**src/hw/rtl/slfs_pkg.sv**
```systemverilog
// sleep/listen frame scheduler package
// register indexes, reset values, config and result structures; no dependencies
package slfs_pkg;

  localparam int unsigned SwinW   = 10;
  localparam int unsigned LwinW   = 8;
  localparam int unsigned CfgIdxW = 3;
  localparam int unsigned CfgDatW = 10;

  typedef enum logic [CfgIdxW-1:0] {
    CFG_CLASS_MODE   = 3'd0,
    CFG_INIT_SWIN    = 3'd1,
    CFG_MAX_SWIN     = 3'd2,
    CFG_LISTEN_WIN   = 3'd3,
    CFG_START_OFFSET = 3'd4
  } cfg_idx_e;

  localparam logic             RstClassMode   = 1'b0;
  localparam logic [SwinW-1:0] RstInitSwin    = 10'd1;
  localparam logic [SwinW-1:0] RstMaxSwin     = 10'd64;
  localparam logic [LwinW-1:0] RstListenWin   = 8'd1;
  localparam logic [LwinW-1:0] RstStartOffset = 8'd0;

  typedef struct packed {
    logic             class_mode;
    logic [SwinW-1:0] init_swin;
    logic [SwinW-1:0] max_swin;
    logic [LwinW-1:0] listen_win;
    logic [LwinW-1:0] start_offset;
  } cfg_t;

  typedef struct packed {
    logic             listen;
    logic [SwinW-1:0] swin_now;
  } res_t;

endpackage

```
**src/hw/rtl/slfs_cfg_regs.sv**
```systemverilog
// configuration register file of the sleep/listen frame scheduler
// depends on slfs_pkg
module slfs_cfg_regs (
  input  logic                         clk_i,
  input  logic                         rst_ni,
  input  logic                         cfg_valid_i,
  output logic                         cfg_ready_o,
  input  logic [slfs_pkg::CfgIdxW-1:0] cfg_index_i,
  input  logic [slfs_pkg::CfgDatW-1:0] cfg_data_i,
  output slfs_pkg::cfg_t               cfg_o
);

  slfs_pkg::cfg_t cfg_q, cfg_d;
  logic           wr;

  assign cfg_ready_o = 1'b1;
  assign wr          = cfg_valid_i && cfg_ready_o;
  assign cfg_o       = cfg_q;

  always_comb begin
    cfg_d = cfg_q;
    if (wr) begin
      unique case (slfs_pkg::cfg_idx_e'(cfg_index_i))
        slfs_pkg::CFG_CLASS_MODE:   cfg_d.class_mode   = cfg_data_i[0];
        slfs_pkg::CFG_INIT_SWIN:    cfg_d.init_swin    = cfg_data_i[slfs_pkg::SwinW-1:0];
        slfs_pkg::CFG_MAX_SWIN:     cfg_d.max_swin     = cfg_data_i[slfs_pkg::SwinW-1:0];
        slfs_pkg::CFG_LISTEN_WIN:   cfg_d.listen_win   = cfg_data_i[slfs_pkg::LwinW-1:0];
        slfs_pkg::CFG_START_OFFSET: cfg_d.start_offset = cfg_data_i[slfs_pkg::LwinW-1:0];
        default:                    cfg_d = cfg_q;
      endcase
    end
  end

  always_ff @(posedge clk_i or negedge rst_ni) begin
    if (!rst_ni) begin
      cfg_q.class_mode   <= slfs_pkg::RstClassMode;
      cfg_q.init_swin    <= slfs_pkg::RstInitSwin;
      cfg_q.max_swin     <= slfs_pkg::RstMaxSwin;
      cfg_q.listen_win   <= slfs_pkg::RstListenWin;
      cfg_q.start_offset <= slfs_pkg::RstStartOffset;
    end else begin
      cfg_q <= cfg_d;
    end
  end

endmodule

```
**src/hw/rtl/slfs_sched.sv**
```systemverilog
// schedule state and per-frame sleep/listen decision
// depends on slfs_pkg
module slfs_sched (
  input  logic           clk_i,
  input  logic           rst_ni,
  input  slfs_pkg::cfg_t cfg_i,
  input  logic           fire_i,
  input  logic           restart_i,
  output slfs_pkg::res_t res_o
);

  logic                       started_q, started_d;
  logic [slfs_pkg::SwinW-1:0] cur_q, cur_d, sl_q, sl_d;
  logic [slfs_pkg::LwinW-1:0] ll_q, ll_d, ol_q, ol_d;

  logic                       reload;
  logic [slfs_pkg::SwinW-1:0] cur_r, sl_r, load_w;
  logic [slfs_pkg::LwinW-1:0] ll_r, ol_r;
  logic [slfs_pkg::SwinW:0]   dbl;
  logic                       lis;

  always_comb begin
    reload = !started_q || restart_i;
    load_w = cfg_i.init_swin;
    if (!cfg_i.class_mode && (cfg_i.init_swin > cfg_i.max_swin)) begin
      load_w = cfg_i.max_swin;
    end
    if (reload) begin
      cur_r = load_w;
      sl_r  = load_w;
      ll_r  = cfg_i.listen_win;
      ol_r  = cfg_i.class_mode ? cfg_i.start_offset : '0;
    end else begin
      cur_r = cur_q;
      sl_r  = sl_q;
      ll_r  = ll_q;
      ol_r  = ol_q;
    end

    dbl  = {cur_r, 1'b0};
    cur_d = cur_r;
    sl_d  = sl_r;
    ll_d  = ll_r;
    ol_d  = ol_r;
    lis   = 1'b1;

    if (ol_r != '0) begin
      ol_d = ol_r - 1'b1;
    end else begin
      // window exhausted: start a new sleep-plus-listen cycle
      if ((sl_r == '0) && (ll_r == '0)) begin
        if (!cfg_i.class_mode) begin
          if ((cur_r < cfg_i.max_swin) && (dbl <= {1'b0, cfg_i.max_swin})) begin
            cur_d = dbl[slfs_pkg::SwinW-1:0];
          end else begin
            cur_d = cfg_i.max_swin;
          end
        end
        sl_d = cur_d;
        ll_d = cfg_i.listen_win;
      end
      if (sl_d != '0) begin
        lis  = 1'b0;
        sl_d = sl_d - 1'b1;
      end else if (ll_d != '0) begin
        ll_d = ll_d - 1'b1;
      end
    end

    started_d = 1'b1;
    res_o.listen   = lis;
    res_o.swin_now = cur_d;
  end

  always_ff @(posedge clk_i or negedge rst_ni) begin
    if (!rst_ni) begin
      started_q <= 1'b0;
      cur_q     <= '0;
      sl_q      <= '0;
      ll_q      <= '0;
      ol_q      <= '0;
    end else if (fire_i) begin
      started_q <= started_d;
      cur_q     <= cur_d;
      sl_q      <= sl_d;
      ll_q      <= ll_d;
      ol_q      <= ol_d;
    end
  end

`ifndef ASSERT_OFF
  a_started_after_req: assert property (@(posedge clk_i) disable iff (!rst_ni)
    fire_i |=> started_q)
    else $error("schedule not marked started after a request");

  a_sleep_within_window: assert property (@(posedge clk_i) disable iff (!rst_ni)
    sl_q <= cur_q)
    else $error("sleep count exceeds current window");

  a_idle_holds_state: assert property (@(posedge clk_i) disable iff (!rst_ni)
    !fire_i |=> ($stable(cur_q) && $stable(sl_q) && $stable(ll_q) && $stable(ol_q)))
    else $error("schedule state moved without a request");
`endif

endmodule

```
**src/hw/rtl/slfs_out_buf.sv**
```systemverilog
// result register with skid stage for the sleep/listen frame scheduler
// depends on slfs_pkg
module slfs_out_buf (
  input  logic           clk_i,
  input  logic           rst_ni,
  input  logic           push_i,
  input  slfs_pkg::res_t res_i,
  output logic           full_o,
  output logic           out_valid_o,
  input  logic           out_stall_i,
  output slfs_pkg::res_t res_o
);

  logic           out_valid_q, out_valid_d, skid_valid_q, skid_valid_d;
  slfs_pkg::res_t out_q, out_d, skid_q, skid_d;
  logic           take;

  assign take        = out_valid_q && !out_stall_i;
  assign full_o      = skid_valid_q;
  assign out_valid_o = out_valid_q;
  assign res_o       = out_q;

  always_comb begin
    out_valid_d  = out_valid_q;
    skid_valid_d = skid_valid_q;
    out_d        = out_q;
    skid_d       = skid_q;
    if (skid_valid_q) begin
      if (take) begin
        out_d        = skid_q;
        skid_valid_d = 1'b0;
      end
    end else if (push_i) begin
      if (!out_valid_q || take) begin
        out_d       = res_i;
        out_valid_d = 1'b1;
      end else begin
        skid_d       = res_i;
        skid_valid_d = 1'b1;
      end
    end else if (take) begin
      out_valid_d = 1'b0;
    end
  end

  always_ff @(posedge clk_i or negedge rst_ni) begin
    if (!rst_ni) begin
      out_valid_q  <= 1'b0;
      skid_valid_q <= 1'b0;
    end else begin
      out_valid_q  <= out_valid_d;
      skid_valid_q <= skid_valid_d;
    end
  end

  always_ff @(posedge clk_i) begin
    out_q  <= out_d;
    skid_q <= skid_d;
  end

`ifndef ASSERT_OFF
  a_skid_implies_out: assert property (@(posedge clk_i) disable iff (!rst_ni)
    skid_valid_q |-> out_valid_q)
    else $error("skid holds a result while output register is empty");

  a_skid_drains: assert property (@(posedge clk_i) disable iff (!rst_ni)
    (skid_valid_q && take) |=> (out_valid_q && !skid_valid_q))
    else $error("skid result not moved to output register");

  a_no_push_when_full: assert property (@(posedge clk_i) disable iff (!rst_ni)
    (skid_valid_q && !take) |=> skid_valid_q)
    else $error("skid dropped a result while output stalled");
`endif

endmodule

```
**src/hw/rtl/sleep_listen_frame_scheduler_unit.sv**
```systemverilog
// top level of the sleep/listen frame scheduler
// depends on slfs_pkg, slfs_cfg_regs, slfs_sched, slfs_out_buf
//
// channel  direction  handshake                 payload
// cfg      in         cfg_valid_i / cfg_ready_o cfg_index_i, cfg_data_i
// in       in         in_valid_i / in_stall_o   restart_i
// out      out        out_valid_o / out_stall_i listen_o, sleep_window_now_o
//
// one frame tick a cycle while in_stall_o is low
// the decision is one pass of counter logic into the result or skid register
// reset clears the schedule; the first tick after reset reloads it
// in_stall_o rises only once both the result register and skid stage are full
module sleep_listen_frame_scheduler_unit (
  input  logic                         clk_i,
  input  logic                         rst_ni,
  input  logic                         cfg_valid_i,
  output logic                         cfg_ready_o,
  input  logic [slfs_pkg::CfgIdxW-1:0] cfg_index_i,
  input  logic [slfs_pkg::CfgDatW-1:0] cfg_data_i,
  input  logic                         in_valid_i,
  output logic                         in_stall_o,
  input  logic                         restart_i,
  output logic                         out_valid_o,
  input  logic                         out_stall_i,
  output logic                         listen_o,
  output logic [slfs_pkg::SwinW-1:0]   sleep_window_now_o
);

  slfs_pkg::cfg_t cfg;
  slfs_pkg::res_t res_new, res_out;
  logic           full, fire;

  assign in_stall_o = full;
  assign fire       = in_valid_i && !full;

  slfs_cfg_regs u_cfg (
    .clk_i       (clk_i),
    .rst_ni      (rst_ni),
    .cfg_valid_i (cfg_valid_i),
    .cfg_ready_o (cfg_ready_o),
    .cfg_index_i (cfg_index_i),
    .cfg_data_i  (cfg_data_i),
    .cfg_o       (cfg)
  );

  slfs_sched u_sched (
    .clk_i     (clk_i),
    .rst_ni    (rst_ni),
    .cfg_i     (cfg),
    .fire_i    (fire),
    .restart_i (restart_i),
    .res_o     (res_new)
  );

  slfs_out_buf u_out (
    .clk_i       (clk_i),
    .rst_ni      (rst_ni),
    .push_i      (fire),
    .res_i       (res_new),
    .full_o      (full),
    .out_valid_o (out_valid_o),
    .out_stall_i (out_stall_i),
    .res_o       (res_out)
  );

  assign listen_o           = res_out.listen;
  assign sleep_window_now_o = res_out.swin_now;

endmodule

```
**config.mk**
```make
export PLATFORM = sky130hd
export DESIGN_NAME = sleep_listen_frame_scheduler_unit
export DESIGN_NICKNAME = d
export VERILOG_FILES = /design/src/hw/rtl/slfs_pkg.sv /design/src/hw/rtl/slfs_cfg_regs.sv /design/src/hw/rtl/slfs_sched.sv /design/src/hw/rtl/slfs_out_buf.sv /design/src/hw/rtl/sleep_listen_frame_scheduler_unit.sv
export SDC_FILE = /design/constraint.sdc
export NUM_CORES = 1
export LEC_CHECK = 0
export BUFFER_PORTS_ARGS = -buffer_cell sky130_fd_sc_hd__buf_4
export CAP_MARGIN = 10
export CORE_UTILIZATION = 48
export DETAILED_ROUTE_END_ITERATION = 10
export PLACE_DENSITY_LB_ADDON = 0.25
export SLEW_MARGIN = 20
export SYNTH_ARGS = -nofsm -noshare
export SYNTH_HDL_FRONTEND = slang
export SYNTH_HIERARCHICAL = 1
export SYNTH_SLANG_ARGS = --single-unit
```
**constraint.sdc**
```tcl
create_clock -name clk_i -period 6.1 [get_ports clk_i]
set_input_delay 0.915 -clock clk_i [delete_from_list [all_inputs] [get_ports clk_i]]
set_output_delay 0.915 -clock clk_i [all_outputs]
set_load 0.01 [all_outputs]
```
* After elaboration in Yosys (flattened, before gate mapping)
Cells that the tools add are included. W data, S select, Z words.
Word-level totals: output and inout port bits 14, word-level logic and storage cells 92, bits in registers 98, input port bits 19
Cells by class: eq/ne operators 6, $add $sub $neg 3, mux-type cells 33, reductions and logical operators 29, $lt $le $gt $ge 3, bitwise gates (word level) 2
Operators by type and width (count):
- $mux W10 | 11
- $mux W8 | 9
- $mux W11 | 4
- $reduce_bool A8 Y1 | 2
- $sub A8 B1 Y8 const B | 2
- $le A11 B10 Y1 | 1
- $gt A10 B10 Y1 | 1
- $logic_not A10 Y1 | 1
- $lt A10 B10 Y1 | 1
- $reduce_and A2 Y1 | 5
- $reduce_bool A10 Y1 | 1
- $sub A10 B1 Y10 const B | 1
- $mux W1 | 9
- $reduce_and A3 Y1 | 3
- $logic_not A8 Y1 | 1
- $eq A3 B2 Y1 const B | 2
- $reduce_bool A2 Y1 | 3
- $logic_and A1 B1 Y1 | 5
- $logic_not A1 Y1 | 5
- $eq A3 B1 Y1 const B | 1
- $eq A3 B3 Y1 const B | 1
- $logic_not A3 Y1 | 1
- $logic_or A1 B1 Y1 | 2
- $ne A2 B1 Y1 const B | 1
- 2 further kinds | 3

* Logic depth before layout (Yosys ltp)
Gate-level depths: netlist (run 1).
word-level depth 16, mapped depth 29, mapped depth without buffers 24

* By module
Netlist (run 1), hierarchy kept.
Modules (own cells, without submodules):
- slfs_sched | instances 1, area each 4266.6 um^2, cells each 556, seq. area each 925.9 um^2
- slfs_cfg_regs | instances 1, area each 1482.7 um^2, cells each 84, seq. area each 929.6 um^2
- slfs_out_buf | instances 1, area each 939.7 um^2, cells each 47, seq. area each 710.7 um^2
- sleep_listen_frame_scheduler_unit | instances 1, area each 13.8 um^2, cells each 1, seq. area each 0.0 um^2

* Worst setup path after synthesis (run 1)
Ideal clock, no wire load.
path type in2reg, start in restart_i, end reg u_sched/ll_q[1] (netlist bit), arrival time 6.753 ns, cell stages on the path 26, required time 5.989 ns, setup time 0.111 ns, buffers on the path 8, slack -0.764 ns, path through nand2b_1 clkbuf_1 buf_1 clkbuf_1 clkbuf_1 clkbuf_1 clkbuf_1 a21oi_1 ha_1 nand4_1 nor3_1 nand2_1 a2111oi_0 or3_1 buf_6 mux2_2 mux2i_1 nor2_1 nor2_1 ha_1 nand4_1 or4_1 buf_4 nor2_1 mux2_1 a222oi_1
Between the ends: cells in the longest elaborated chain, start to end 11, elaborated cells between the ends (all ways) 24, classes of those cells add/sub (1); order compare (2); mux (13); reduce/logical (8)
RTL lines:
- start: declaration | RTL line sleep_listen_frame_scheduler_unit.sv:22 | input logic restart_i,
- $logic_or A1 B1 Y1 * | RTL line slfs_sched.sv:23 | reload = !started_q || restart_i;
- $mux W10 | RTL line slfs_sched.sv:28 | if (reload) begin
- $le A11 B10 Y1 or $lt A10 B10 Y1 (tied branches) | RTL line slfs_sched.sv:53 | if ((cur_r < cfg_i.max_swin) && (dbl <= {1'b0, cfg_i.max_swin})) begin
- $logic_and A1 B1 Y1 | RTL line slfs_sched.sv:53
- $mux W10 | RTL line slfs_sched.sv:53
- $mux W10 | RTL line slfs_sched.sv:52 | if (!cfg_i.class_mode) begin
- $mux W10 | RTL line slfs_sched.sv:51 | if ((sl_r == '0) && (ll_r == '0)) begin
- $mux W10 | RTL line slfs_sched.sv:47 | if (ol_r != '0) begin
- $reduce_bool A10 Y1 | RTL line slfs_sched.sv:62 | if (sl_d != '0) begin
- $mux W8 | RTL line slfs_sched.sv:62
- $mux W8 * | RTL line slfs_sched.sv:47
- end signal: assignment | RTL line slfs_sched.sv:86 | ll_q <= ll_d;
- end: declaration | RTL line slfs_sched.sv:14 | logic [slfs_pkg::LwinW-1:0] ll_q, ll_d, ol_q, ol_d;
Every way passes the cells marked *; elsewhere a longest branch is shown, timed or not. The select of a mux whose other input is x is not followed. A chain may end at the register's enable or synchronous reset.

* Final worst setup path (run 1)
start reg u_cfg.cfg_q (netlist bit u_cfg/cfg_o[22]), end reg u_sched/ll_q[1] (netlist bit)
Between the ends: cells in the longest elaborated chain, start to end 13, elaborated cells between the ends (all ways) 22, classes of those cells add/sub (1); order compare (3); mux (12); reduce/logical (6)
RTL lines:
- start: declaration | RTL line slfs_cfg_regs.sv:13 | slfs_pkg::cfg_t cfg_q, cfg_d;
- start signal: assignment | RTL line slfs_cfg_regs.sv:42 | cfg_q <= cfg_d;
- $gt A10 B10 Y1 | RTL line slfs_sched.sv:25 | if (!cfg_i.class_mode && (cfg_i.init_swin > cfg_i.max_swin)) begin
- $logic_and A1 B1 Y1 | RTL line slfs_sched.sv:25
- $mux W10 | RTL line slfs_sched.sv:25
- $mux W10 | RTL line slfs_sched.sv:28
- $le A11 B10 Y1 or $lt A10 B10 Y1 (tied branches) | RTL line slfs_sched.sv:53
- $logic_and A1 B1 Y1 | RTL line slfs_sched.sv:53
- $mux W10 | RTL line slfs_sched.sv:53
- $mux W10 | RTL line slfs_sched.sv:52
- $mux W10 | RTL line slfs_sched.sv:51
- $mux W10 | RTL line slfs_sched.sv:47
- $reduce_bool A10 Y1 | RTL line slfs_sched.sv:62
- $mux W8 * | RTL line slfs_sched.sv:62
- $mux W8 * | RTL line slfs_sched.sv:47
Marks and branches as above.

==> impl_metrics.tcl, run 1 <==
set metrics [dict create \
    rows 42 \
    min_from "u_cfg/cfg_o[0]" \
    grt_max_degree 77 \
    clk_pin_slew_ns 0.07 \
    min_path_type "register to register" \
    drc 0 \
    synthCells 688 \
    synth_nets 740 \
    regArea_sq_mm 0.00257 \
    period_share_pct 99.2 \
    grt_pass1_vias 6047 \
    fin_hold_ws_ns 0.512 \
    finalSetupViolations 0 \
    crit_slowest_cell "or4_4" \
    die_x_microns 120 \
    drtPass1Iterations 6 \
    synthTopCellsByArea "dfrtp_1 (27%), edfxtp_1 (9.9%), mux2_2 (7.9%), ha_1 (6.2%), mux2_4 (3.6%)" \
    drive_gt1_share_pct 35.6 \
    final.setup_skew_ns 0.0150 \
    slew_violations 0 \
    cp.required_ns 6.32 \
    yosys_warnings 6 \
    ioPinCount 33 \
    place_congestion 0.986 \
    tritoncts_num_sinks 98 \
    portBuffers 31 \
    vias_per_cell 6.15 \
    slowest_delay_ns 0.57 \
    status "completed" \
    ctsRootBufferMaster "clkbuf_16" \
    cts_buffers 9 \
    via_count 6043 \
    drt_iter0_markers 506 \
    fin_nets 853 \
    p_seq_share_pct 28.4 \
    multi_input_area_sq_mm 0.00402 \
    r2r_slack_ns 0.05 \
    clk_path_buf_depth 2 \
    overflow 0 \
    crit_path_max_fanout 7 \
    synth_edf_count 22 \
    comb_power_share_pct 57.0 \
    cap_violations 0 \
    cp_top_family "simple AND/OR/NAND/NOR gates" \
    synth_ff_type "dfrtp_1" \
    core_sq_mm 0.0135 \
    yosysTopAreaCellShare_pct 27.3 \
    track_usage_pct 30.0 \
    antenna_found_initial 0 \
    ys_async_sr_fraction_pct 77.6 \
    hold_path_depth 1 \
    worst_pin_slew_ns 0.915 \
    cp-start-kind "register" \
    ys_ff_latch 98 \
    routedWlPerCell_microns 21.3 \
    relSlewSlack_pct 38.7 \
    dieArea_sq_mm 0.0144 \
    cts_htree_levels 3 \
    start_util_pct 49.8 \
    cts_tree "done" \
    r2r_cells 27 \
    endpoint_kind "register" \
    internal_power_mw 2.25 \
    syn-cell-area_sq_mm 0.00670 \
    power.density_mw_per_mm2 463 \
    rr_endpoint "u_sched/ll_q[1]" \
    die_h_microns 120 \
    antenna_left 0 \
    synth-seq-area-share_pct 38.3 \
    switching_power_mw 1.59 \
    r2r-start "u_cfg/cfg_o[22]" \
    max_freq_mhz 165 \
    grt_first_pass_wirelength_microns 32700 \
    dpl.hpwl_microns 15500 \
    fillers 1136 \
    yosysTopAreaCell "dfrtp_1" \
    min_to "u_cfg/cfg_o[0]" \
    fin_crit_ns 6.05 \
    cp.arrival_ns 6.27 \
    fin_util_pct 61.7 \
    power.share.clock_pct 14.7 \
    critPathKind "register to register" \
    antenna_cells 0 \
    p_leak_nw 3.65 \
    wirelength_microns 20900 \
    peakVddDrop_v 0.000249 \
    clk_latency_ns 0.36 \
    syn_to_final_growth_pct 23.9 \
    critPathBufInv 5 \
    synth_cell_types 82 \
    avgSynthCellArea_sq_um 9.74 \
    switching_share_pct 41.4 \
    finalHoldViolCount 0 \
]
sequential cells by signal, summed over array words and instances, names as in the netlist:
signal and flops:
u_sched/sl_q 10, u_sched/ll_q 8, u_out/full_o 1, u_cfg/cfg_o 37, u_out/skid_q 11, u_sched/cur_q 10
u_out/res_o 11, u_out/out_valid_o 1, u_sched/started_q 1, u_sched/ol_q 8
worst max-delay path by stage:
stage                     from               to  slack [ns]  depth (start not counted)
6_report       u_cfg/cfg_o[22]  u_sched/ll_q[1]        0.05                         27
5_1_grt        u_cfg/cfg_o[22]  u_sched/ll_q[1]        -0.1                         27
4_1_cts        u_cfg/cfg_o[22]  u_sched/ll_q[1]        0.02                         26
3_5_place_dp   u_cfg/cfg_o[22]  u_sched/ll_q[1]       -0.28                         25
3_3_place_gp   u_cfg/cfg_o[22]  u_sched/ll_q[7]       -0.18                         26
2_1_floorplan        restart_i  u_sched/ll_q[1]       0.002                         26
kinds of logic after synthesis:
family / synth area share (%)
other cells: 0.0559
simple gates: 16.2
xor+xnor: 2.48
flops: 38.3
buf+inv: 5.21
fa+ha+maj: 6.16
compound gates: 18.9
mux: 12.7
layout by cell type, fill, tap and decap left out, drive strengths merged, types with 4 or more instances in the layout:
| master | n |
|---|---|
| a2111oi | 4 |
| a211o | 5 |
| a211oi | 5 |
| a21boi | 5 |
| a21o | 9 |
| a21oi | 42 |
| a22oi | 14 |
| a31oi | 15 |
| and3 | 13 |
| buf | 141 |
| clkbuf | 10 |
| dfrtp | 73 |
| edfxtp | 22 |
| ha | 33 |
| inv | 34 |
| mux2 | 65 |
| mux2i | 6 |
| nand2 | 44 |
| nand2b | 4 |
| nand3 | 25 |
| nand4 | 6 |
| nor2 | 60 |
| nor2b | 5 |
| nor3 | 22 |
| o211ai | 4 |
| o21a | 4 |
| o21ai | 35 |
| o22ai | 8 |
| o31ai | 6 |
| or2 | 5 |
| or3 | 6 |
| xnor2 | 10 |
| xor2 | 9 |
cells in the mapped netlist (3+ instances only):
library cell / number
dfrtp_1: 73
nor2_1: 60
mux2_2: 47
nand2_1: 44
a21oi_1: 41
ha_1: 33
inv_1: 32
o21ai_0: 26
nand3_1: 25
clkbuf_1: 22
edfxtp_1: 22
nor3_1: 21
mux2_4: 16
a31oi_1: 15
a22oi_1: 13
and3_1: 13
xnor2_1: 10
a21o_1: 9
o21ai_1: 9
xor2_1: 9
o22ai_1: 8
buf_6: 7
mux2i_1: 6
nand4_1: 6
or3_1: 6
a211o_1: 5
a211oi_1: 5
a21boi_0: 5
or2_2: 5
buf_1: 4
nand2b_1: 4
nor2b_1: 4
o211ai_1: 4
o21a_1: 4
o31ai_1: 4
a2111o_1: 3
a2111oi_0: 3
a41oi_1: 3
and2_1: 3
and4bb_1: 3
buf_4: 3
dfstp_2: 3
metrics by stage:
step                      setup slack (ns)  TNS, ns  std cells  instance area (sq um)  total power [mW]
after detailed placement            -0.279    -2.60        952                   7680              3.05
final                               0.0494        0        982                   8310              3.84
after floorplan                    0.00154        0        688                   6740              2.31
after global placement              -0.178    -1.42        952                   7680              2.99
after global routing               -0.0994   -0.170        982                   8310              4.08
after CTS                           0.0167        0        971                   8010              3.64
power groups by stage:
| stage | clock, mW | sequential, mW | combinational, mW |
|---|---|---|---|
| 2_1_floorplan | 0 | 1.06 | 1.25 |
| 3_3_place_gp | 0 | 1.09 | 1.90 |
| 3_5_place_dp | 0 | 1.10 | 1.95 |
| 4_1_cts | 0.570 | 1.09 | 1.98 |
| 5_1_grt | 0.597 | 1.11 | 2.37 |
| 6_report | 0.563 | 1.09 | 2.19 |
worst reg2reg max path, cell delays in order (launching register included):
cell	delay, ns
dfstp_2	0.53
inv_1	0.05
ha_1	0.29
and4_4	0.15
buf_6	0.13
a2111o_1	0.50
buf_6	0.17
nand3_2	0.08
nand3_2	0.13
o21a_4	0.20
buf_4	0.13
ha_1	0.28
nand2_2	0.10
o21a_1	0.14
o221ai_1	0.15
a211o_1	0.28
or3_4	0.35
buf_8	0.15
and3_1	0.19
a21oi_2	0.15
nor2_1	0.07
nor2_2	0.13
ha_2	0.17
nand4_1	0.07
or4_4	0.57
nor2_4	0.13
mux2_4	0.30
a222oi_1	0.32
repair_timing:
item                                    CTS  global route
setup buffers                             3            11
pin swaps                                 2            23
hold buffers                              0             0
endpoints found under the setup margin   20            20
endpoints found under the hold margin     0             0
gates resized for setup                   4            49
routing by layer:
| metal | global-route usage [%] | up-vias | wire length (microns) |
|---|---|---|---|
| met5 | 0 | - | 0 |
| met4 | 15.5 | 0 | 958 |
| met3 | 4.20 | 67 | 1220 |
| met2 | 50.3 | 243 | 10100 |
| met1 | 37.7 | 2950 | 8610 |
| li1 | - | 2783 | - |
final cells by class:
cell class,instances,share of cell area [%]
clock buffers,10,2.88
clock inverters,6,0.572
inverters,32,1.45
multi-input cells,519,48.4
flip-flops and latches,98,30.9
well taps,176,2.65
repair buffers,141,13.2
No activity file was read; power rests on OpenSTA's default activity.
==> inputs of run 2 (changes only) <==
- CORE_UTILIZATION: 48 -> 40
==> run 2 against run 1 <==
  * First-iteration DRC count decreased by 12%
  * Critical endpoint unchanged
  * Critical path depth is 1 lower
  * Final cell count is 4.8% higher
  * Largest power group unchanged
  * Critical path type unchanged
  * Via count is 1.5% lower
  * Maximum frequency is 1.7% higher
==> impl_metrics.tcl, run 2 (same netlist as run 1, synthesis figures left out) <==
set metrics [dict create \
    max_freq_mhz 168 \
    core_sq_mm 0.0161 \
    endpoint_kind "register" \
    crit_path_max_fanout 6 \
    finalHoldViolCount 0 \
    peakVddDrop_v 0.000200 \
    fin_crit_ns 5.95 \
    rows 46 \
    cts_hold_buf 0 \
    routedWlPerCell_microns 19.7 \
    cts_tree "done" \
    antenna_cells 0 \
    die_x_microns 131 \
    place_congestion 0.951 \
    final.setup_skew_ns 0.0127 \
    track_usage_pct 23.6 \
    ctsRootBufferMaster "clkbuf_16" \
    postPlaceCellArea_sq_mm 0.00771 \
    drc 0 \
    dp_cells 989 \
    cp.arrival_ns 6.19 \
    timing.critical_path.mode_cell "nor2_1" \
    fin_util_pct 52.3 \
    portBuffers 31 \
    startpoint "u_cfg/cfg_o[22]" \
    stdcell_count 1029 \
    worst_pin_slew_ns 0.983 \
    clk_latency_ns 0.35 \
    dpl.hpwl_microns 15500 \
    fillers 1504 \
    power.density_mw_per_mm2 460 \
    die_h_microns 131 \
    ioPinCount 33 \
    slew_violations 0 \
    period_share_pct 97.6 \
    drt_iter0_markers 444 \
    largest_reg_flops 37 \
    slowest_delay_ns 0.57 \
    mostFrequentLayoutCells "buf_4 (139), dfrtp_1 (73), nor2_1 (58)" \
    start_util_pct 41.6 \
    drive_gt1_share_pct 35.2 \
    relSlewSlack_pct 34.4 \
    cp-start-kind "register" \
    cap_violations 0 \
    finalSetupViolations 0 \
    min_from "u_cfg/cfg_o[1]" \
    wirelength_microns 20300 \
    grt_max_degree 77 \
    p_leak_nw 3.70 \
    cp.required_ns 6.34 \
    cts_buffers 9 \
    tritoncts_num_sinks 98 \
    r2r-start "u_cfg/cfg_o[22]" \
    crit_slowest_cell "or4_4" \
    setup_tns_ns 0 \
    overflow 0 \
    final_common_cell "buf_4" \
    vias_per_cell 5.78 \
    critPathKind "register to register" \
    syn_to_final_growth_pct 25.8 \
    status "completed" \
    via_count 5951 \
    final_area_sq_mm 0.00843 \
    grt_pass1_vias 5824 \
    fin_nets 860 \
    antenna_left 0 \
    antenna_found_initial 0 \
    clk_path_buf_depth 2 \
    total_power_mw 3.88 \
    grt_first_pass_wirelength_microns 32000 \
    dieArea_sq_mm 0.0173 \
    min_path_type "register to register" \
    clk_pin_slew_ns 0.07 \
    cts_htree_levels 3 \
    drtPass1Iterations 6 \
]
==> run 2: changes by cell type in the layout (fill, tap and decap cells not counted), sizes merged <==
cell,previous run,this run
buf,141,147
clkinv,3,1
bufinv,0,1
clkbuf,10,11
clkdlybuf4s15,0,1
clkinvlp,1,0
inv,34,35
==> run 2: per-layer routing <==
layer,global-route usage [%],part of all wire (%)
met1,31.4,44
met2,38.3,48
met3,4.01,5.4
met4,9.17,2.9
met5,0,0
==> run 2: path summary, 6_finish.rpt <==
path / to / slack (ns) / cells after the start
setup / recovery: u_sched/ll_q[1] / 0.15 / 26
max in group asynchronous: u_cfg/cfg_o[24] / 4.75 / 1
hold reg to reg: u_cfg/cfg_o[1] / 0.51 / 1
setup reg to reg: u_sched/ll_q[1] / 0.15 / 26
hold / removal: u_cfg/cfg_o[1] / 0.51 / 1
min in group asynchronous: u_sched/ll_q[5] / 0.73 / 1
==> run 2: metrics by stage <==
stage | setup slack, ns | hold WS [ns]
6_report | 0.149 | 0.506
4_1_cts | 0.00367 | 0.509
5_1_grt | -0.0262 | 0.529
2_1_floorplan | 0.00154 | 0.456
3_3_place_gp | -0.0841 | 0.492
3_5_place_dp | -0.233 | 0.487
==> run 2: layout make-up <==
cell class / count / area [sq um] / area share, %
timing repair buffer: 148 / 1140 / 13.6
inverter: 32 / 120 / 1.42
multi-input combinational: 519 / 3990 / 47.4
clock inverter: 5 / 61.3 / 0.727
tap: 216 / 270 / 3.21
clock buffer: 11 / 275 / 3.27
sequential: 98 / 2570 / 30.4
==> run 2: critical path, delay by kind of cell (launching register included) <==
family,cells,cell delay [ns]
simple gates,11,2.20
compound gates,6,1.24
buf+inv,5,0.79
fa+ha+maj,3,0.79
flops,1,0.53
mux,1,0.30
==> run 2: what timing repair did <==
| item | CTS | global route |
|---|---|---|
| pin swaps | 0 | 21 |
| setup endpoints to repair | 17 | 20 |
| cloned | 0 | 2 |
| setup buffers | 0 | 22 |
| gates resized for setup | 4 | 41 |
==> run 2: where the power goes <==
group / internal, mW / leakage, nW / switching, mW
Combinational: 1.05 / 2.42 / 1.11
Clock: 0.371 / 0.167 / 0.255
Sequential: 0.915 / 1.11 / 0.178
==> inputs of run 3 (changes only) <==
- REMOVE_ABC_BUFFERS: unset -> 1
==> run 3 against run 2 <==
  * Final area rose by 0.88%
  * Clock skew is essentially flat
  * Non-clock buffer count decreased by 2
  * Hold slack gained 0.016 ns
  * Maximum frequency is 0.20% lower
  * Sequential share of layout area is 0.26 points lower
  * Die area unchanged
  * Routed wire length rose by 3.6%
  * First-iteration DRC count grew 1.6%
  * Critical path type unchanged
  * Critical endpoint is now u_sched/sl_q[6]
  * Highest routed layer unchanged
==> impl_metrics.tcl, run 3 (same netlist as run 1, synthesis figures left out) <==
set metrics [dict create \
    slowest_delay_ns 0.59 \
    r2r-start "u_cfg/cfg_o[22]" \
    cp-endpoint "u_sched/sl_q[6]" \
    drive_gt1_share_pct 36.5 \
    regArea_sq_mm 0.00257 \
    peakVddDrop_v 0.000216 \
    antenna_left 0 \
    start_util_pct 41.6 \
    rr_endpoint "u_sched/sl_q[6]" \
    track_usage_pct 24.6 \
    dieArea_sq_mm 0.0173 \
    slew_violations 0 \
    mostFrequentLayoutCells "buf_4 (137), dfrtp_1 (73), nor2_1 (56)" \
    cp.arrival_ns 6.20 \
    ctsRootBufferMaster "clkbuf_16" \
    die_x_microns 131 \
    post-place-ws_ns -0.455 \
    final_common_cell "buf_4" \
    drc 0 \
    switching_share_pct 40.8 \
    grt_pass1_vias 5914 \
    final.setup_skew_ns 0.0127 \
    fin_crit_ns 5.96 \
    r2r_slack_ns 0.14 \
    startpoint "u_cfg/cfg_o[22]" \
    comb_power_share_pct 58.0 \
    max_freq_mhz 168 \
    vias_per_cell 5.86 \
    antenna_found_initial 0 \
    finalSetupViolations 0 \
    postPlaceCellArea_sq_mm 0.00774 \
    antenna_cells 0 \
    critPathBufInv 4 \
    tritoncts_num_sinks 98 \
    cts_tree "done" \
    core_sq_mm 0.0161 \
    power.share.clock_pct 14.6 \
    critPathKind "register to register" \
    clk_path_buf_depth 2 \
    worst_pin_slew_ns 0.999 \
    clk_pin_slew_ns 0.07 \
    cts_buffers 9 \
    status "completed" \
    fin_nets 858 \
    die_h_microns 131 \
    place_congestion 0.969 \
    routedWlPerCell_microns 20.4 \
    drt_iter0_markers 451 \
    crit_path_max_fanout 10 \
    relSlewSlack_pct 33.1 \
    fillers 1492 \
    rows 46 \
    portBuffers 31 \
    fin_hold_ws_ns 0.522 \
    r2r_cells 26 \
    syn_to_final_growth_pct 26.9 \
    overflow 0 \
    setup_tns_ns 0 \
    final_area_sq_mm 0.00850 \
    via_count 6017 \
    dpl.hpwl_microns 15900 \
    cp-start-kind "register" \
    cts_htree_levels 3 \
    cap_violations 0 \
    cp.required_ns 6.33 \
    crit_cells 26 \
    total_power_mw 3.88 \
    p_seq_share_pct 27.5 \
    grt_first_pass_wirelength_microns 32800 \
    grt_max_degree 77 \
    wirelength_microns 21000 \
    drtPass1Iterations 4 \
    period_share_pct 97.8 \
    finalHoldViolCount 0 \
    ioPinCount 33 \
    largest_reg_flops 37 \
    internal_power_mw 2.30 \
    multi_input_area_sq_mm 0.00410 \
    min_path_type "primary input to asynchronous set/reset pin" \
    layout_setup_ws_ns 0.137 \
    power.density_mw_per_mm2 457 \
    crit_slowest_cell "or4_4" \
    switching_power_mw 1.59 \
    clk_latency_ns 0.36 \
    endpoint_kind "register" \
    cp_top_family "simple AND/OR/NAND/NOR gates" \
    p_leak_nw 3.70 \
]
==> run 3: cell count changes in the layout (fill, tap and decap cells not counted), sizes merged <==
cell,previous run,this run
clkdlybuf4s15,1,0
buf,147,146
clkbuf,11,12
inv,35,34
bufinv,1,0
clkinvlp,0,1
==> run 3: routing by layer <==
layer	up-vias	wire (microns)	GRT usage (%)	share of wire (%)
li1	2802	-	-	-
met3	51	1210	3.55	5.8
met5	-	0	0	0
met1	2957	9160	32.3	44
met2	207	9780	39.4	47
met4	0	844	12.1	4.0
==> run 3: area by class of cell <==
type / instances / share of cell area (%)
Multi-Input combinational cell: 519 / 48.2
Inverter: 32 / 1.41
Clock buffer: 12 / 3.02
Sequential cell: 98 / 30.2
Timing Repair Buffer: 146 / 13.6
Tap cell: 216 / 3.18
Clock inverter: 4 / 0.397
==> run 3: power by group through the flow <==
stage | combinational (mW) | clock [mW] | sequential, mW
floorplan | 1.15 | 0 | 1.07
CTS | 1.99 | 0.578 | 1.06
global placement | 1.94 | 0 | 1.07
finish | 2.25 | 0.566 | 1.07
detailed placement | 1.96 | 0 | 1.08
global route | 2.44 | 0.603 | 1.09
==> run 3: worst min path at each step <==
stage / endpoint / start / slack [ns] / cells after the start
6_report: u_cfg/cfg_o[10] / rst_ni / 0.52 / 1
4_1_cts: u_sched/started_q / u_sched/started_q / 0.52 / 1
3_5_place_dp: u_sched/started_q / u_sched/started_q / 0.50 / 1
3_3_place_gp: u_cfg/cfg_o[0] / u_cfg/cfg_o[0] / 0.50 / 1
5_1_grt: u_sched/cur_q[9] / u_sched/cur_q[9] / 0.54 / 1
2_1_floorplan: u_sched/started_q / u_sched/started_q / 0.46 / 1
==> run 3: timing repair <==
| item | in CTS | in global routing |
|---|---|---|
| hold buffers | 0 | 0 |
| setup buffers | 0 | 14 |
| pin swaps | 1 | 21 |
| gates resized for setup | 9 | 56 |
| endpoints found under the setup margin | 20 | 20 |
| endpoints found under the hold margin | 0 | 0 |
==> run 3: through the flow <==
step	std cells	util, %
6_report	1027	52.8
5_1_grt	1027	52.8
4_1_cts	1012	50.1
3_5_place_dp	996	48.1
3_3_place_gp	996	48.1
2_1_floorplan	649	-
